File: src/rtl/core/lsp_pkg.sv
// Shared constants, types and codes of the looping sample player.
package lsp_pkg;

  localparam int unsigned FRAMES      = 65536;
  localparam int unsigned ADDR_W      = $clog2(FRAMES);
  localparam int unsigned BANK_AW     = ADDR_W - 1;
  localparam int unsigned BANK_DEPTH  = FRAMES / 2;
  localparam int unsigned SAMPLE_BITS = 16;
  localparam int unsigned FRAC_BITS   = 16;
  localparam int unsigned POS_BITS    = 34;
  localparam int unsigned LEN_W       = 17;
  localparam int unsigned START_W     = 32;
  localparam int unsigned END_W       = 16;
  localparam int unsigned STEP_W      = 20;
  localparam int unsigned SEEK_W      = 32;
  localparam int unsigned CFG_DATA_W  = 32;
  localparam int unsigned CFG_IDX_W   = 3;
  localparam int unsigned PROD_W      = 2 * (SAMPLE_BITS + 1);

  localparam int unsigned FIFO_DEPTH  = 4;
  localparam int unsigned FIFO_PTR_W  = $clog2(FIFO_DEPTH);
  localparam int unsigned FIFO_CNT_W  = $clog2(FIFO_DEPTH + 1);

  localparam logic [LEN_W-1:0] LEN_MIN = LEN_W'(2);
  localparam logic [LEN_W-1:0] LEN_MAX = LEN_W'(FRAMES);

  typedef enum logic [1:0] {
    MODE_LOAD   = 2'd0,
    MODE_RENDER = 2'd1,
    MODE_SEEK   = 2'd2
  } mode_e;

  typedef enum logic [CFG_IDX_W-1:0] {
    CFG_LENGTH  = 3'd0,
    CFG_START   = 3'd1,
    CFG_END     = 3'd2,
    CFG_LOOPING = 3'd3,
    CFG_STEP    = 3'd4
  } cfg_idx_e;

  typedef struct packed {
    logic signed [SAMPLE_BITS-1:0] left;
    logic signed [SAMPLE_BITS-1:0] right;
  } frame_t;

  typedef struct packed {
    logic              en;
    logic [ADDR_W-1:0] addr;
    frame_t            data;
  } wr_req_t;

  typedef struct packed {
    logic               en;
    logic [BANK_AW-1:0] even_addr;
    logic [BANK_AW-1:0] odd_addr;
  } rd_req_t;

  typedef struct packed {
    logic                 valid;
    logic                 play;
    logic                 base_odd;
    logic                 next_odd;
    logic [FRAC_BITS-1:0] frac;
  } interp_req_t;

  typedef struct packed {
    logic signed [SAMPLE_BITS-1:0] left;
    logic signed [SAMPLE_BITS-1:0] right;
    logic                          playing;
  } result_t;

endpackage

File: src/rtl/core/lsp_out_fifo.sv
// Small result queue between the interpolator and the output channel.
module lsp_out_fifo (
  input  logic                              clk_i,
  input  logic                              rst_ni,
  input  logic                              push_i,
  input  lsp_pkg::result_t                  data_i,
  input  logic                              pop_i,
  output logic                              valid_o,
  output lsp_pkg::result_t                  data_o,
  output logic [lsp_pkg::FIFO_CNT_W-1:0]    cnt_o
);

  lsp_pkg::result_t                  slot_q [lsp_pkg::FIFO_DEPTH];
  logic [lsp_pkg::FIFO_PTR_W-1:0]    head_q, tail_q;
  logic [lsp_pkg::FIFO_CNT_W-1:0]    cnt_q, cnt_d;
  logic                              do_pop;

  assign do_pop = pop_i && (cnt_q != '0);

  always_comb begin
    cnt_d = cnt_q;
    if (push_i && !do_pop) begin
      cnt_d = cnt_q + 1'b1;
    end else if (!push_i && do_pop) begin
      cnt_d = cnt_q - 1'b1;
    end
  end

  always_ff @(posedge clk_i or negedge rst_ni) begin
    if (!rst_ni) begin
      head_q <= '0;
      tail_q <= '0;
      cnt_q  <= '0;
    end else begin
      cnt_q <= cnt_d;
      if (push_i) begin
        tail_q <= tail_q + 1'b1;
      end
      if (do_pop) begin
        head_q <= head_q + 1'b1;
      end
    end
  end

  always_ff @(posedge clk_i) begin
    if (push_i) begin
      slot_q[tail_q] <= data_i;
    end
  end

  assign valid_o = (cnt_q != '0);
  assign data_o  = slot_q[head_q];
  assign cnt_o   = cnt_q;

endmodule

File: config.mk
export PLATFORM = sky130hd
export DESIGN_NAME = lsp_out_fifo
export DESIGN_NICKNAME = d
export VERILOG_FILES = /design/src/rtl/core/lsp_pkg.sv /design/src/rtl/core/lsp_out_fifo.sv
export SDC_FILE = /design/constraint.sdc
export NUM_CORES = 1
export LEC_CHECK = 0
export BUFFER_PORTS_ARGS = -buffer_cell sky130_fd_sc_hd__buf_4
export CORE_MARGIN = 8
export CORE_UTILIZATION = 40
export DETAILED_ROUTE_END_ITERATION = 8
export SYNTH_ARGS = -nofsm -noshare
export SYNTH_HDL_FRONTEND = slang
export SYNTH_SLANG_ARGS = --single-unit
export TNS_END_PERCENT = 50
File: constraint.sdc
create_clock -name clk_i -period 5.6 [get_ports clk_i]
set_input_delay 0.28 -clock clk_i [delete_from_list [all_inputs] [get_ports clk_i]]
set_output_delay 0.28 -clock clk_i [all_outputs]
set_load 0.005 [all_outputs]
=== After elaboration in Yosys (flattened, before gate mapping) ===
Memory sizes are Yosys's and may differ from the RTL's.
Cells that the tools add are included.

* Flip-flop bits (word level): 7
* RAM bits: 132
* Bits of input ports: 37
* Output and inout port bits: 37
* Word-level logic and storage cells: 19
* Memories kept: 1

* $add $sub $neg: 4
* Mux-type cells: 4
* Reductions and logical operators: 7

{| class="wikitable"
|+ Memory list
! memory !! words !! width !! rd ports !! clocked after memory_dff !! write ports !! RTL line !! source
|-
| slot_q || 4 || 33 || 1 || 0 || 1 || lsp_out_fifo.sv:13 || <nowiki>lsp_pkg::result_t slot_q [lsp_pkg::FIFO_DEPTH];</nowiki>
|}

{| class="wikitable"
|+ Operators by type and width
! operator !! number
|-
| two-way mux 3 bit || 2
|-
| adder 2 x 1 -> 2 bit, second input constant || 2
|-
| adder 3 x 1 -> 3 bit, second input constant || 1
|-
| logical AND 1 bit || 3
|-
| nonzero test 3 bit || 1
|-
| subtractor 3 x 1 -> 3 bit, second input constant || 1
|-
| zero test 1 bit || 2
|-
| two-way mux 1 bit || 2
|-
| nonzero test 2 bit || 1
|}

=== Logic depth before layout (Yosys ltp) ===
* Depth in word-level cells: 5
* Depth in mapped cells: 8
* Mapped depth without buffers: 8

=== Least setup slack after synthesis ===
OpenSTA, ideal clock, no wires.

* Path type: flip-flop to flip-flop
* From: register cnt_q, in the netlist cnt_o[0]
* To: register cnt_q, in the netlist cnt_o[2]
* Setup time: 0.079 ns
* Data arrival time: 1.949 ns
* Required time: 5.521 ns
* Path slack: 3.571 ns
* Stages on the path, launching flop included: 9
* Path buffers: 0
* Period minus slack after synthesis: 2.029 ns
* Path through: dfrtp_1 > or3_1 > nand2_1 > ha_1 > inv_1 > fa_1 > xor2_1 > nor2_1 > xor2_1

* Cells in the longest elaborated chain, start to end: 5

{| class="wikitable"
|+ RTL lines
! item !! RTL line !! source
|-
| start, declared || lsp_out_fifo.sv:15 || <nowiki>logic [lsp_pkg::FIFO_CNT_W-1:0] cnt_q, cnt_d;</nowiki>
|-
| start signal, assigned || lsp_out_fifo.sv:35 || <nowiki>cnt_q <= cnt_d;</nowiki>
|-
| nonzero test 3 bit (*) || - ||
|-
| via valid_o || lsp_out_fifo.sv:8 || <nowiki>output logic valid_o,</nowiki>
|-
| logical AND 1 bit (*) || lsp_out_fifo.sv:18 || <nowiki>assign do_pop = pop_i && (cnt_q != '0);</nowiki>
|-
| zero test 1 bit || lsp_out_fifo.sv:22 || <nowiki>if (push_i && !do_pop) begin</nowiki>
|-
| logical AND 1 bit || lsp_out_fifo.sv:22 ||
|-
| two-way mux 3 bit / nonzero test 2 bit (equally long branches) || - ||
|}

The timed path passes the listed nets; every way through them passes the cells marked *. The select of a mux whose other input is x is not followed.
A chain may end at the register's enable or synchronous reset.

==> qor.txt <==
Area Growth Syn to Fin: 23.8%
Setup TNS Final: 0 ps
Net Switching: 0.874 mW
leakage: 2.26 nW
Total GRT Usage: 11.7%
Worst-path clk slew: 50 ps
post-synthesis sequential area ratio: 79.6%
DRC violations left: 0
TritonRoute pass-1 iters: 4
routed vias: 2296
Pint: 2.52 mW
DIE AREA: 0.0169 sq mm
DRT Wirelength: 9230 um
Least-Margin Pin Slew: 942 ps
most frequent cells in the layout: edfxtp_1, buf_4, mux4_2
vias in the first global route: 2522
Crit path max-delay family: buffers and inverters
Cells after Synth: 206
slowest stage delay, CP: 630 ps
MaxCap Viol Count: 0
Arr. time, crit path: 2240 ps
Yosys top cell area share: 76.2%
Slew HR: 37.2%
CP max stage cell: mux4_1
Tot Pwr: 3.39 mW
layout cells sized above 1: 43.9%
Clk Latency, worst-skew pair: 410 ps
Die Wd: 130 um
Switching Fraction: 25.8%
Critical Setup Path Class: flop to primary output
Flop pwr share: 44.0%
Hold Path Class: input port to flop
#FFs+latches synth: 139
critical-path cell list: buf_4, mux4_1, buf_4
Clk pwr share: 30.3%
H-tree Lvls: 4
starting density of the core: 41.1%
Port-buffer cells: 73
Initial DRC Count: 119
diode count: 0
leading area contributor after synthesis: edfxtp_1
CTS Buf Count: 17
clk sinks: 139
maximum number of pins on one net before global-route repair: 35
Tcrit/Tclk final: 45.0%
Max Buffers Root-to-Sink: 2
Max Slew Vio Count: 0
part of the power in combinational logic: 25.6%
first-pass GRT wire length: 14100 um
Final Hold Viols: 0
Fmax achieved: 397 MHz
WP buf/inv: 2
DP HPWL: 5270 um
Core ar.: 0.0127 sq mm
Syn Std Cell Area: 0.00520 sq mm
CP max FO: 27
WL per Instance: 19.3 um
Final min period: 2520 ps
syn_area_per_cell: 25.3 sq um
CTS tree: done
commonest non-fill, non-tap cell in the layout: edfxtp_1
Pwr Density: 526 mW/mm^2
PostCTS Resize Cnt: 0
antenna violations before repair: 0
nets: 335
IO Count: 74
clk_skew: 6.49 ps
Synthesized Nets: 249
run status: completed
final setup vio count: 0
die height: 130 um
worst IR drop on VDD: 0.000303 V
antenna-violating nets left: 0
total gr overflow: 0
Row Count: 41
data required time of the worst path: 5320 ps
Ys Warns: 0
RD Place Congestion: 0.666
distinct cell type count of the synthesized netlist: 19
CP startpoint kind: flop
Via-to-Cell Ratio: 4.81
RSZ-0062 raised after global routing: false
synth top area cells: edfxtp_1, mux4_2, dfrtp_1
CTS root buffer: clkbuf_16
CP most frequent cell: buf_4
Crit. End Element: primary output
-- through the flow --
step	hold WS [ps]	cells	instance area (sq um)	utilization (%)	setup WS, ps
after global placement	99.2	444	5890	46.5	3440
after detailed placement	101	444	5890	46.5	3440
after CTS	49.5	477	6440	50.8	2990
after global routing	50.8	477	6440	50.8	2890
after floorplan	-15.6	206	5200	-	3570
final	69.0	477	6440	50.8	3080
-- power by group through the flow --
stage | Clock (mW) | Combinational [mW] | Sequential, mW
global placement | 0 | 0.897 | 1.51
finish | 1.03 | 0.868 | 1.49
CTS | 1.04 | 0.903 | 1.50
global route | 1.08 | 0.961 | 1.52
detailed placement | 0 | 0.897 | 1.52
floorplan | 0 | 0.591 | 1.43
-- flip-flops by register name, summed over array words and instances, names as in the netlist --
name,cells
slot_q,132
tail_q,2
head_q,2
cnt_o,3
-- cell type report --
type	instances	area, sq um
Fill cell	1031	6230
Tap cell	172	215
Multi-Input combinational cell	56	966
Clock inverter	12	105
Inverter	3	11.3
Sequential cell	139	4140
Clock buffer	20	437
Timing Repair Buffer	75	566
-- synth_stat cells --
cell type / instances
buf_12: 3
nor2_1: 1
o21ai_0: 1
ha_1: 5
buf_2: 4
mux4_1: 5
mux2_2: 1
or3_1: 1
xnor2_1: 3
and2_1: 4
edfxtp_1: 132
xor2_1: 3
dfrtp_1: 7
nand3_1: 1
mux4_2: 28
fa_1: 1
nand2_1: 2
buf_6: 1
inv_1: 3
-- layer usage --
| layer | track usage, % | part of all wire [%] |
|---|---|---|
| met1 | 13.8 | 43 |
| met2 | 18.2 | 48 |
| met3 | 4.57 | 6.3 |
| met4 | 6.15 | 2.0 |
| met5 | 0 | 0 |
-- path summary, 6_finish.rpt --
path	endpoint	depth (start not counted)	startpoint	slack, ps
min in group asynchronous	tail_q[0]	2	rst_ni	220
max in group asynchronous	head_q[1]	2	rst_ni	5240
hold / removal	slot_q[0][18]	1	data_i[18]	70
setup / recovery	data_o[26]	3	head_q[0]	3080
hold reg to reg	cnt_o[2]	1	cnt_o[2]	490
setup reg to reg	cnt_o[2]	8	cnt_o[0]	3470
-- cell families (layout without fill, tap and decap cells) --
kind of cell    Yosys count  in the layout  synth area share, %
simple gates              9              9                0.914
flops                   139            139                 79.6
fa+ha+maj                 6              6                 1.59
buf+inv                  11            110                 1.97
mux                      34             34                 14.9
compound gates            1              1               0.0961
xor+xnor                  6              6                 1.01
-- repair_timing --
| action | 4_1_cts | 5_1_grt |
|---|---|---|
| buffers inserted | 0 | 0 |
| endpoints found under the hold margin | 7 | 0 |
| hold buffers | 1 | 0 |
| setup endpoints to repair | 0 | 0 |
(Power assumes the default switching activity.)
