$ cat src/rtl/core/lsp_pkg.sv
// Shared constants, types and codes of the looping sample player.
package lsp_pkg;

  localparam int unsigned FRAMES      = 65536;
  localparam int unsigned ADDR_W      = $clog2(FRAMES);
  localparam int unsigned BANK_AW     = ADDR_W - 1;
  localparam int unsigned BANK_DEPTH  = FRAMES / 2;
  localparam int unsigned SAMPLE_BITS = 16;
  localparam int unsigned FRAC_BITS   = 16;
  localparam int unsigned POS_BITS    = 34;
  localparam int unsigned LEN_W       = 17;
  localparam int unsigned START_W     = 32;
  localparam int unsigned END_W       = 16;
  localparam int unsigned STEP_W      = 20;
  localparam int unsigned SEEK_W      = 32;
  localparam int unsigned CFG_DATA_W  = 32;
  localparam int unsigned CFG_IDX_W   = 3;
  localparam int unsigned PROD_W      = 2 * (SAMPLE_BITS + 1);

  localparam int unsigned FIFO_DEPTH  = 4;
  localparam int unsigned FIFO_PTR_W  = $clog2(FIFO_DEPTH);
  localparam int unsigned FIFO_CNT_W  = $clog2(FIFO_DEPTH + 1);

  localparam logic [LEN_W-1:0] LEN_MIN = LEN_W'(2);
  localparam logic [LEN_W-1:0] LEN_MAX = LEN_W'(FRAMES);

  typedef enum logic [1:0] {
    MODE_LOAD   = 2'd0,
    MODE_RENDER = 2'd1,
    MODE_SEEK   = 2'd2
  } mode_e;

  typedef enum logic [CFG_IDX_W-1:0] {
    CFG_LENGTH  = 3'd0,
    CFG_START   = 3'd1,
    CFG_END     = 3'd2,
    CFG_LOOPING = 3'd3,
    CFG_STEP    = 3'd4
  } cfg_idx_e;

  typedef struct packed {
    logic signed [SAMPLE_BITS-1:0] left;
    logic signed [SAMPLE_BITS-1:0] right;
  } frame_t;

  typedef struct packed {
    logic              en;
    logic [ADDR_W-1:0] addr;
    frame_t            data;
  } wr_req_t;

  typedef struct packed {
    logic               en;
    logic [BANK_AW-1:0] even_addr;
    logic [BANK_AW-1:0] odd_addr;
  } rd_req_t;

  typedef struct packed {
    logic                 valid;
    logic                 play;
    logic                 base_odd;
    logic                 next_odd;
    logic [FRAC_BITS-1:0] frac;
  } interp_req_t;

  typedef struct packed {
    logic signed [SAMPLE_BITS-1:0] left;
    logic signed [SAMPLE_BITS-1:0] right;
    logic                          playing;
  } result_t;

endpackage

$ cat src/rtl/core/lsp_interp.sv
// Two-stage stereo linear interpolator: multiply, then round and add.
module lsp_interp (
  input  logic                 clk_i,
  input  logic                 rst_ni,
  input  lsp_pkg::interp_req_t req_i,
  input  lsp_pkg::frame_t      even_i,
  input  lsp_pkg::frame_t      odd_i,
  output logic                 res_valid_o,
  output lsp_pkg::result_t     res_o
);

  localparam int unsigned SW = lsp_pkg::SAMPLE_BITS;
  localparam int unsigned PW = lsp_pkg::PROD_W;
  localparam logic signed [PW-1:0] HALF = PW'(1) <<< (lsp_pkg::FRAC_BITS - 1);

  lsp_pkg::frame_t         base_w, next_w;
  logic signed [SW:0]      frac_s;
  logic signed [SW:0]      dl, dr;
  logic signed [PW-1:0]    prod_l_d, prod_r_d;
  logic signed [PW-1:0]    prod_l_q, prod_r_q;
  logic signed [SW-1:0]    a_l_q, a_r_q;
  logic                    s3_valid_q, s3_play_q;
  logic signed [PW-1:0]    rnd_l, rnd_r;

  always_comb begin
    base_w   = req_i.base_odd ? odd_i : even_i;
    next_w   = req_i.next_odd ? odd_i : even_i;
    frac_s   = $signed({1'b0, req_i.frac});
    dl       = $signed({next_w.left[SW-1], next_w.left})
             - $signed({base_w.left[SW-1], base_w.left});
    dr       = $signed({next_w.right[SW-1], next_w.right})
             - $signed({base_w.right[SW-1], base_w.right});
    prod_l_d = PW'(dl * frac_s);
    prod_r_d = PW'(dr * frac_s);
  end

  always_ff @(posedge clk_i or negedge rst_ni) begin
    if (!rst_ni) begin
      s3_valid_q <= 1'b0;
    end else begin
      s3_valid_q <= req_i.valid;
    end
  end

  always_ff @(posedge clk_i) begin
    if (req_i.valid) begin
      prod_l_q  <= prod_l_d;
      prod_r_q  <= prod_r_d;
      a_l_q     <= base_w.left;
      a_r_q     <= base_w.right;
      s3_play_q <= req_i.play;
    end
  end

  // round half up, arithmetic floor on the scaled product
  always_comb begin
    rnd_l = (prod_l_q + HALF) >>> lsp_pkg::FRAC_BITS;
    rnd_r = (prod_r_q + HALF) >>> lsp_pkg::FRAC_BITS;
    res_o.playing = s3_play_q;
    res_o.left    = s3_play_q ? SW'(a_l_q + rnd_l[SW-1:0]) : '0;
    res_o.right   = s3_play_q ? SW'(a_r_q + rnd_r[SW-1:0]) : '0;
  end

  assign res_valid_o = s3_valid_q;

endmodule

$ cat config.mk
export PLATFORM = sky130hd
export DESIGN_NAME = lsp_interp
export DESIGN_NICKNAME = d
export VERILOG_FILES = /design/src/rtl/core/lsp_pkg.sv /design/src/rtl/core/lsp_interp.sv
export SDC_FILE = /design/constraint.sdc
export NUM_CORES = 2
export LEC_CHECK = 0
export BUFFER_PORTS_ARGS = -buffer_cell sky130_fd_sc_hd__buf_4
export CAP_MARGIN = 30
export CORE_MARGIN = 4
export CORE_UTILIZATION = 45
export CTS_CLUSTER_DIAMETER = 150
export DETAILED_ROUTE_END_ITERATION = 7
export PLACE_DENSITY = 0.61
export SYNTH_ARGS = -nofsm -noshare
export SYNTH_HDL_FRONTEND = slang
export SYNTH_SLANG_ARGS = --single-unit
$ cat constraint.sdc
create_clock -name clk_i -period 3.68 [get_ports clk_i]
set_input_delay 1.104 -clock clk_i [delete_from_list [all_inputs] [get_ports clk_i]]
set_output_delay 1.104 -clock clk_i [all_outputs]
set_load 0.05 [all_outputs]
After elaboration in Yosys (flattened, before gate mapping)
Cells that the tools add are included.
{"block": "totals", "word_cells": 18, "output_inout_bits": 34, "reg_bits": 98}
{"block": "classes", "n_mul": 2, "muxes": 4, "add_sub_neg": 6}
{"cell": "adder 32 x 17 -> 32 bit (second input constant)", "count": 2}
{"cell": "multiplier 17 x 17 -> 32 bit", "count": 2}
{"cell": "2-to-1 mux 32 bit", "count": 2}
{"cell": "subtractor 16 x 16 -> 17 bit", "count": 2}
{"cell": "adder 16 bit", "count": 2}
{"cell": "2-to-1 mux 16 bit", "count": 2}

Longest topological paths before layout
{"block": "logic_depth", "word_depth": 3, "depth_mapped": 37}

Least setup slack after synthesis
No wires, ideal clock.
{"block": "synth_path", "path_kind": "input port to flip-flop", "startpoint": "input req_i[17] (netlist name)", "endpoint": "register prod_r_q[31] (data pin)", "stages": 37, "arrival_ps": 9528, "setup_time_ps": 258, "path_slack_ps": -6105, "cell_sequence": "clkbuf_1 buf_1 mux2i_1 inv_1 fa_1 nor2b_1 o31ai_2 a211oi_1 o31a_1 o21ai_1 nand2_1 nand4_1 a41o_1 buf_2 nand2_1 inv_1 fa_1 inv_1 fa_1 inv_1 fa_1 fa_1 fa_1 inv_1 fa_1 inv_1 ha_1 a21o_1 a21o_1 a21o_1 a21o_1 a21oi_1 a31oi_2 a2111o_1 a21oi_2 xnor2_1 xnor2_1"}
{"element": "from (decl)", "line_no": "lsp_interp.sv:5", "source": "input lsp_pkg::interp_req_t req_i,"}
{"element": "to (signal assigned)", "line_no": "lsp_interp.sv:48", "source": "prod_r_q <= prod_r_d;"}
{"element": "to (decl)", "line_no": "lsp_interp.sv:20", "source": "logic signed [PW-1:0] prod_l_q, prod_r_q;"}

Final worst setup path
{"block": "layout_path", "startpoint": "input req_i[16] (netlist name)", "endpoint": "register prod_l_q[31] (data pin)"}
{"block": "layout_between", "elab_chain_len": 3}
{"element": "2-to-1 mux 32 bit", "line_no": "lsp_interp.sv:27", "source": "next_w = req_i.next_odd ? odd_i : even_i;"}
{"element": "subtractor 16 x 16 -> 17 bit", "line_no": "lsp_interp.sv:30", "source": "- $signed({base_w.left[SW-1], base_w.left});"}
{"element": "multiplier 17 x 17 -> 32 bit", "line_no": "lsp_interp.sv:33", "source": "prod_l_d = PW'(dl * frac_s);"}
{"element": "named net prod_l_d[31]", "line_no": "lsp_interp.sv:19", "source": "logic signed [PW-1:0] prod_l_d, prod_r_d;"}
{"element": "to (signal assigned)", "line_no": "lsp_interp.sv:47", "source": "prod_l_q <= prod_l_d;"}
{"element": "to (decl)", "line_no": "lsp_interp.sv:20"}
The timed path passes the listed nets, and every way through them passes these cells.
A chain may end at the register's enable or synchronous reset.

==> reports/results.txt <==
status -> finished, violations left
failing checks -> setup timing
Crit. Startpoint -> req_i[16]
H-tree depth -> 3
HPWL Detailed -> 58,700 um
relative slew slack -> 71.2%
Hold Vio Cnt, Final -> 0
total congestion overflow -> 0
gp weighted congestion -> 0.891
fmax -> 114 MHz
1st-iter DRT viols -> 759
register area share after synthesis -> 7.84%
DRC -> 0
initial core utilization -> 45.8%
Core Region -> 56,700 um^2
Synth Instances -> 2,857
Global Route Usage Sum -> 22.9%
Syn Area/Cell -> 9.09 um^2
Port Buffer Count -> 119
initial antenna violation count -> 0
Largest stage delay, worst path -> 0.56 ns
area of the multi-input gates -> 22,500 um^2
CTS tree -> done
die area -> 61,600 um^2
Period minus WS final -> 8.81 ns
number of flops mapped to enable cells by yosys -> 67
CP Max Fanout -> 6
Ys Warns -> 0
Post-Syn Nets -> 3,695
Hold WC Path Type -> in -> async
vias in the first global route -> 22,827
TritonRoute pass-1 iters -> 5
Setup-failing EPs final -> 55
Setup crit end -> prod_l_q[31]
Hold Buf Count CTS -> 0
setup_tns -> -169.35 ns
DRT antenna net count -> 0
drt total wl -> 68,400 um
FILL cells -> 4,811
CP startpoint kind -> primary input
flops & latches, synth -> 68
largest net degree at the start of global routing -> 43
worst slew pin tran -> 0.420 ns
die width -> 248 um
die height -> 248 um
Crit Path Category -> in -> reg
post-synthesis async set-or-reset flop share -> 1.47%
max_cap viols -> 0
period utilization -> 239%
detail-routed via count per cell -> 4.88
CP dominant cell by count -> fa_1
RSZ-0062 raised after global routing -> true
routed length per placed instance -> 16.3 um
boundary pin count -> 120
ys flop type -> edfxtp_1
final worst slack -> -5.13 ns
CTS clock-pin slew for the worst setup and hold paths -> 0.06 ns
# rows -> 87
Worst Path Required -> 3.78 ns
via count -> 20,401
count of cell types in the netlist -> 70
clock root buffer master -> clkbuf_16
commonest cells after routing, fill and taps aside -> inv_1 (692), buf_4 (572), fa_1 (502)
Max Slew Vio Count -> 0
Post-Syn Area -> 26,000 um^2
design area -> 34,000 um^2
Area Growth Syn to Fin -> 30.8%
Worst setup EP type -> flop
commonest non-fill, non-tap cell in the layout -> inv_1
Storage cell area -> 2040 um^2
Antenna Cells -> 0
dpl cell area -> 31,800 um^2
share of cells above drive strength 1 -> 29.5%
CTS Buf Count -> 9
Layout Nets -> 4,259
crit path DAT -> 8.90 ns
CTS sink cnt -> 68
Clock Tree Buf Depth -> 2
first-pass GRT wire length -> 114,000 um
slowest stage cell, crit path -> fa_2
==> repair_timing <==
item                       CTS  global route
setup buffers               68            39
pin swaps                  165           117
setup endpoints to repair   55            59
resized for setup          179           125
==> sequential cells by signal, indices dropped and copies added (netlist names) <==
signal	flops
prod_l_q	17
prod_r_q	17
a_l_q	16
a_r_q	16
res_valid_o	1
s3_play_q	1
==> worst min path at each step <==
stage / end / slack, ns / cells after the start / from
after floorplan: res_valid_o / 0.81 / 0 / rst_ni
after global placement: res_valid_o / 0.88 / 1 / rst_ni
after detailed placement: res_valid_o / 0.88 / 1 / rst_ni
after CTS: res_valid_o / 0.49 / 1 / rst_ni
after global routing: res_valid_o / 0.49 / 1 / rst_ni
final: res_valid_o / 0.50 / 1 / rst_ni
==> critical path: cells and delay by family <==
kind / cells / cell delay [ns]
and+or+nand+nor: 5 / 0.55
muxes: 1 / 0.32
buffers and inverters: 8 / 0.78
xor gates and xnor gates: 2 / 0.29
adders and majority gates: 8 / 3.55
AOI/OAI and AO/OA: 12 / 2.27
==> per-layer routing <==
layer | track usage, % | part of all wire [%]
met1 | 29.1 | 42
met2 | 41.8 | 52
met3 | 2.14 | 2.7
met4 | 6.58 | 3.1
met5 | 0 | 0
==> cell type report <==
| type | count | share of cell area, % |
|---|---|---|
| Multi-Input combinational cell | 1961 | 66.2 |
| Timing Repair Buffer | 657 | 16.2 |
| Inverter | 724 | 8.00 |
| Sequential cell | 68 | 6.00 |
| Tap cell | 756 | 2.79 |
| Clock buffer | 10 | 0.674 |
| Clock inverter | 6 | 0.192 |
==> cells by family (layout without fill, tap and decap cells) <==
family,after synthesis,count (layout),share of synthesized area (%)
adder cells (fa/ha/maj),752,752,51.4
AO/OA/AOI/OAI,175,175,4.70
flip-flops,68,68,7.84
multiplexers,66,66,2.69
AND/OR/NAND/NOR,814,814,16.1
XOR/XNOR,154,154,5.25
buffers and inverters,828,1397,12.0
==> through the flow <==
step	instances	utilization [%]	setup WS [ns]	hold WS (ns)
2_1_floorplan	2857	-	-5.30	0.808
3_3_place_gp	4092	56.1	-5.59	0.879
3_5_place_dp	4092	56.1	-5.74	0.881
4_1_cts	4159	58.7	-5.05	0.494
5_1_grt	4182	59.9	-5.41	0.492
6_report	4182	59.9	-5.13	0.504
==> cells in the mapped netlist (23+ instances only) <==
cell,number,share of area (%)
inv_1,724,10
fa_1,525,40
nand2_1,295,4.3
and2_1,248,6.0
ha_1,227,11
xnor2_1,106,3.6
clkbuf_1,94,1.4
edfxtp_1,67,7.7
nor2_1,60,0.87
a21oi_1,50,0.96
nor2b_1,49,1.2
nand3_1,48,0.92
xor2_1,47,1.6
mux2i_1,35,1.3
mux2_2,31,1.3
o21ai_0,26,0.50
and3_1,23,0.55
nand2b_1,23,0.55
Power is not shown: default switching activity piles up to over one toggle a cycle in this logic, so the estimate is an artifact.
